==> src/hdl/tlpt_pkg.sv <==
// Shared definitions for the two-level page table engine.
// Holds sizes, field positions, operation codes and the controller/datapath structs.
// No dependencies.
package tlpt_pkg;

  // Fixed table geometry (10/10/12 address split).
  localparam int DIR_ENTRIES     = 1024;
  localparam int TABLE_ENTRIES   = 1024;
  localparam int TABLE_SLOTS_DEF = 8;
  localparam int IDX_W           = 10;
  localparam int OFS_W           = 12;
  localparam int DIR_SHIFT       = 22;
  localparam int TBL_SHIFT       = 12;
  localparam int USER_FLAG_BIT   = 2;

  // Stream payload widths.
  localparam int FUNC_W   = 2;
  localparam int ADDR_W   = 32;
  localparam int FLAGS_W  = 12;
  localparam int S_DATA_W = 80;
  localparam int M_DATA_W = 40;

  // Operation codes.
  localparam logic [FUNC_W-1:0] FUNC_MAP       = 2'd0;
  localparam logic [FUNC_W-1:0] FUNC_UNMAP     = 2'd1;
  localparam logic [FUNC_W-1:0] FUNC_TRANSLATE = 2'd2;

  // Commands from the controller to the datapath.
  typedef struct packed {
    logic accept;        // latch the request, read its directory entry
    logic cnt_clr;       // restart the sweep counter
    logic cnt_inc;       // advance the sweep counter
    logic dir_clr_wr;    // write an empty directory entry at the sweep index
    logic alloc;         // take the next table slot and write the directory entry
    logic from_dir;      // leaf address uses the slot just read from the directory
    logic leaf_clr_wr;   // zero a leaf entry at the sweep index
    logic leaf_map_wr;   // write the mapping word
    logic leaf_unmap_wr; // zero the addressed leaf entry
    logic leaf_rd;       // read the addressed leaf entry
    logic res_err;       // answer with status no-memory
    logic res_leaf;      // answer with the translation from the leaf word
    logic out_load;      // move the answer into the output register
  } tlpt_cmd_t;

  // Status from the datapath to the controller.
  typedef struct packed {
    logic [FUNC_W-1:0] func;
    logic              dir_present;
    logic              slots_full;
    logic              sweep_done;
    logic              out_free;
  } tlpt_stat_t;

endpackage

==> src/hdl/tlpt_ctrl.sv <==
// Controller state machine of the page table engine.
// Sequences directory clearing, lookups, slot clearing and result hand-off; uses tlpt_pkg.
module tlpt_ctrl
  import tlpt_pkg::*;
(
  input  logic       clk,
  input  logic       rst,
  input  logic       s_tvalid,
  output logic       s_tready,
  input  tlpt_stat_t stat,
  output tlpt_cmd_t  cmd
);

  localparam logic [2:0] ST_DCLR = 3'd0;
  localparam logic [2:0] ST_IDLE = 3'd1;
  localparam logic [2:0] ST_DIR  = 3'd2;
  localparam logic [2:0] ST_LCLR = 3'd3;
  localparam logic [2:0] ST_LWR  = 3'd4;
  localparam logic [2:0] ST_LEAF = 3'd5;
  localparam logic [2:0] ST_RESP = 3'd6;

  logic [2:0] state;
  logic [2:0] state_next;

  always_ff @(posedge clk) begin
    if (rst) begin
      state <= ST_DCLR;
    end else begin
      state <= state_next;
    end
  end

  assign s_tready = (state == ST_IDLE);

  // Next state and datapath commands.
  always_comb begin
    state_next = state;
    cmd        = '0;
    unique case (state)
      ST_DCLR: begin
        cmd.dir_clr_wr = 1'b1;
        cmd.cnt_inc    = 1'b1;
        if (stat.sweep_done) begin
          state_next = ST_IDLE;
        end
      end
      ST_IDLE: begin
        if (s_tvalid) begin
          cmd.accept = 1'b1;
          state_next = ST_DIR;
        end
      end
      ST_DIR: begin
        cmd.from_dir = 1'b1;
        state_next   = ST_RESP;
        unique case (stat.func)
          FUNC_MAP: begin
            if (stat.dir_present) begin
              cmd.leaf_map_wr = 1'b1;
            end else if (stat.slots_full) begin
              cmd.res_err = 1'b1;
            end else begin
              cmd.alloc   = 1'b1;
              cmd.cnt_clr = 1'b1;
              state_next  = ST_LCLR;
            end
          end
          FUNC_UNMAP: begin
            cmd.leaf_unmap_wr = stat.dir_present;
          end
          FUNC_TRANSLATE: begin
            if (stat.dir_present) begin
              cmd.leaf_rd = 1'b1;
              state_next  = ST_LEAF;
            end
          end
          default: begin
            state_next = ST_RESP;
          end
        endcase
      end
      ST_LCLR: begin
        cmd.leaf_clr_wr = 1'b1;
        cmd.cnt_inc     = 1'b1;
        if (stat.sweep_done) begin
          state_next = ST_LWR;
        end
      end
      ST_LWR: begin
        cmd.leaf_map_wr = 1'b1;
        state_next      = ST_RESP;
      end
      ST_LEAF: begin
        cmd.res_leaf = 1'b1;
        state_next   = ST_RESP;
      end
      ST_RESP: begin
        if (stat.out_free) begin
          cmd.out_load = 1'b1;
          state_next   = ST_IDLE;
        end
      end
      default: begin
        state_next = ST_IDLE;
      end
    endcase
  end

endmodule

==> config.mk <==
export PLATFORM = sky130hd
export DESIGN_NAME = tlpt_ctrl
export DESIGN_NICKNAME = d
export VERILOG_FILES = /design/src/hdl/tlpt_pkg.sv /design/src/hdl/tlpt_ctrl.sv
export SDC_FILE = /design/constraint.sdc
export NUM_CORES = 1
export LEC_CHECK = 0
export BUFFER_PORTS_ARGS = -buffer_cell sky130_fd_sc_hd__buf_2
export CELL_PAD_IN_SITES_DETAIL_PLACEMENT = 0
export CELL_PAD_IN_SITES_GLOBAL_PLACEMENT = 1
export CORE_AREA = 2 2 39 41
export DETAILED_ROUTE_END_ITERATION = 10
export DIE_AREA = 0 0 41 43
export PLACE_DENSITY_LB_ADDON = 0.3
export SLEW_MARGIN = 20
export SYNTH_ARGS = -nofsm -noshare
export SYNTH_HDL_FRONTEND = slang
export SYNTH_SLANG_ARGS = --single-unit
==> constraint.sdc <==
create_clock -name clk -period 1.9 [get_ports clk]
set_input_delay 0.19 -clock clk [delete_from_list [all_inputs] [get_ports clk]]
set_output_delay 0.19 -clock clk [all_outputs]
set_load 0.02 [all_outputs]
==> flow_metrics.env <==
export IMPL_p_sw_uw=352
export IMPL_cts_max_level=1
export IMPL_synth_cell_types=22
export IMPL_p_comb_share_pct=71.0
export IMPL_ant_nets=0
export IMPL_holdCritPathClass="primary input to flip-flop"
export IMPL_area_growth_syn_to_layout_pct=46.2
export IMPL_worstPathRequired_ns=1.71
export IMPL_yosysTopAreaCellShare_pct=17.3
export IMPL_holdBufCountCts=0
export IMPL_via_count=438
export IMPL_period_share_pct=91.6
export IMPL_ys_ff_latch=3
export IMPL_end_kind="output pin"
export IMPL_stdcell_count=90
export IMPL_p_sw_share_pct=48.1
export IMPL_drt_total_wl_um=922
export IMPL_cp_slowest_stage_delay_ns=0.55
export IMPL_slew_viol_final=0
export IMPL_path_max_fanout=4
export IMPL_netlist_area_um2=347
export IMPL_synth_yosys_warnings=0
export IMPL_final_common_cell="buf_2"
export IMPL_grt_first_pass_wirelength_um=1380
export IMPL_globalRoute_totalOverflow=0
export IMPL_num_io_pins=23
export IMPL_rrSetupSlack_ns=0.60
export IMPL_finalHoldViolCount=0
export IMPL_yosys_area_share_adder_pct=0
export IMPL_antenna_found_initial=0
export IMPL_wl_per_cell_um=10.2
export IMPL_fin_tns_setup_ns=0
export IMPL_root_buffer="clkbuf_4"
export IMPL_ctsResizeCount=0
export IMPL_fmax_mhz=575
export IMPL_power_leakage_uw=0.000244
export IMPL_criticalPathCategory="flip-flop to output pin"
export IMPL_drive_gt1_share_pct=43.2
export IMPL_clockBufferDepth=2
export IMPL_top_regs="state (3)"
export IMPL_synth_fp_nets=58
export IMPL_whs_ns=0.159
export IMPL_clkLatencyLatePin_ns=0.23
export IMPL_synth_compound_area_share_pct=22.4
export IMPL_numCtsBuffers=3
export IMPL_synthMuxAreaShare_pct=0
export IMPL_post_cts_buffers=0
export IMPL_critPathArrivalTime_ns=1.55
export IMPL_relSlewSlack_pct=74.2
export IMPL_rsz0062_at_grt="no"
export IMPL_power_density_nw_per_um2=1450
export IMPL_grt_pass1_vias=349
export IMPL_cp_start_kind="flip-flop"
export IMPL_core_area_um2=1380
export IMPL_top_register="state"
export IMPL_die_area_um2=1760
export IMPL_worst_pin_slew_ns=0.386
export IMPL_synthXorXnorAreaFrac_pct=0
export IMPL_cts_tree="yes"
export IMPL_drtIter0Drc=2
export IMPL_place_hpwl_um=702
export IMPL_yosys_area_top_type="dfxtp_1"
export IMPL_cts_sinks=3
export IMPL_slowest_stage="or4b_4"
export IMPL_final_util_pct=36.6
export IMPL_clock_skew_ns=0.00296
export IMPL_irDropWorstVdd_mv=0.383
export IMPL_antenna_cells=0
export IMPL_synth_simple_area_share_pct=54.9
export IMPL_grt_usage_pct=11.1
export IMPL_drt_pass1_iterations=2
export IMPL_drt_drc_violations_left=0
export IMPL_sequentialPowerShare_pct=14.1
export IMPL_die_h_um=43
export IMPL_die_x_um=41
export IMPL_min_period_ns=1.74
export IMPL_nFillCells=159
export IMPL_row_count=14
export IMPL_nNetsFinal=84
export IMPL_cap_violations=0
export IMPL_routabilityCongestion=0.731
export IMPL_synth_top_family_by_area="simple AND/OR/NAND/NOR gates"
export IMPL_dpl_cell_count=86
export IMPL_setup_violations=0
export IMPL_grt_max_degree=17
export IMPL_ys_seq_area_share_pct=17.3
export IMPL_outcome="finished clean"
export IMPL_synth_area_leaders="dfxtp_1 17%, nor3b_1 8.7%, a21oi_1 5.8%"
export IMPL_start_util_pct=25.0
export IMPL_critical_path_buf_inv_count=1
export IMPL_p_clk_share_pct=15.0
export IMPL_syn_area_per_cell_um2=7.07
export IMPL_crit_family="simple AND/OR/NAND/NOR gates"
export IMPL_clk_pin_slew_ns=0.04
export IMPL_largest_register_ffs=3
export IMPL_syn_instance_count=49
export IMPL_internal_power_uw=381
export IMPL_via_per_inst=4.87
export IMPL_timing_critical_path_cells="or4b_4 -> nor4b_1 -> buf_2"
export IMPL_io_buffers=22
[synthesized netlist by cell type]
cell,instances
a21oi_1,4
nand2_1,4
nor2_1,4
nor3b_1,4
o21ai_0,4
and2_1,3
clkbuf_1,3
dfxtp_1,3
nor2b_1,3
and4b_1,2
nor3_1,2
or2_2,2
or3_1,2
a21o_1,1
a311oi_2,1
a31oi_1,1
buf_4,1
nand3b_1,1
nor4b_1,1
o311ai_0,1
or2b_1,1
or4b_4,1
[power by group through the flow]
stage	combinational [uW]	sequential [uW]	clock, uW
after global routing	582	105	120
final	520	103	110
after CTS	527	104	114
after global placement	529	103	0
after floorplan	351	117	0
after detailed placement	526	105	0
[worst reg2reg max path, delay by kind of cell (launching register included)]
| family | cells | cell delay, ns |
|---|---|---|
| and+or+nand+nor | 1 | 0.55 |
| DFF | 1 | 0.30 |
| AOI/OAI and AO/OA | 2 | 0.37 |
[final cells by class]
cell class                 count  area [um2]  area share [%]
sequential                     3        60.1            11.9
tap                           16        20.0            3.95
timing repair buffer          25         133            26.2
multi-input combinational     42         268            52.8
clock buffer                   4        26.3            5.19
[final timing paths]
check / end / cells after the start / start
min: state[0] / 2 / rst
max reg2reg: state[0] / 3 / state[0]
max: cmd[2] / 3 / state[0]
min reg2reg: state[2] / 3 / state[2]
[metal layers]
| metal | vias up | part of all wire [%] | wire length [um] | global-route usage [%] |
|---|---|---|---|---|
| met4 | 0 | 0 | 0 | 4.00 |
| met5 | - | 0 | 0 | 0 |
| met2 | 15 | 49 | 453 | 17.5 |
| met3 | 0 | 5.7 | 53 | 1.57 |
| li1 | 227 | - | - | - |
| met1 | 196 | 45 | 415 | 14.7 |
[metrics by stage]
step / power, uW / setup slack, ns / instance area, um2
final: 733 / 0.160 / 507
after detailed placement: 631 / 0.408 / 480
after global routing: 807 / 0.106 / 507
after global placement: 631 / 0.430 / 480
after CTS: 745 / 0.159 / 507
after floorplan: 468 / 0.0670 / 347
[cell families after synthesis]
group,Yosys count
compound gates,12
buf+inv,4
flops,3
simple gates,30
(Power assumes the default switching activity.)
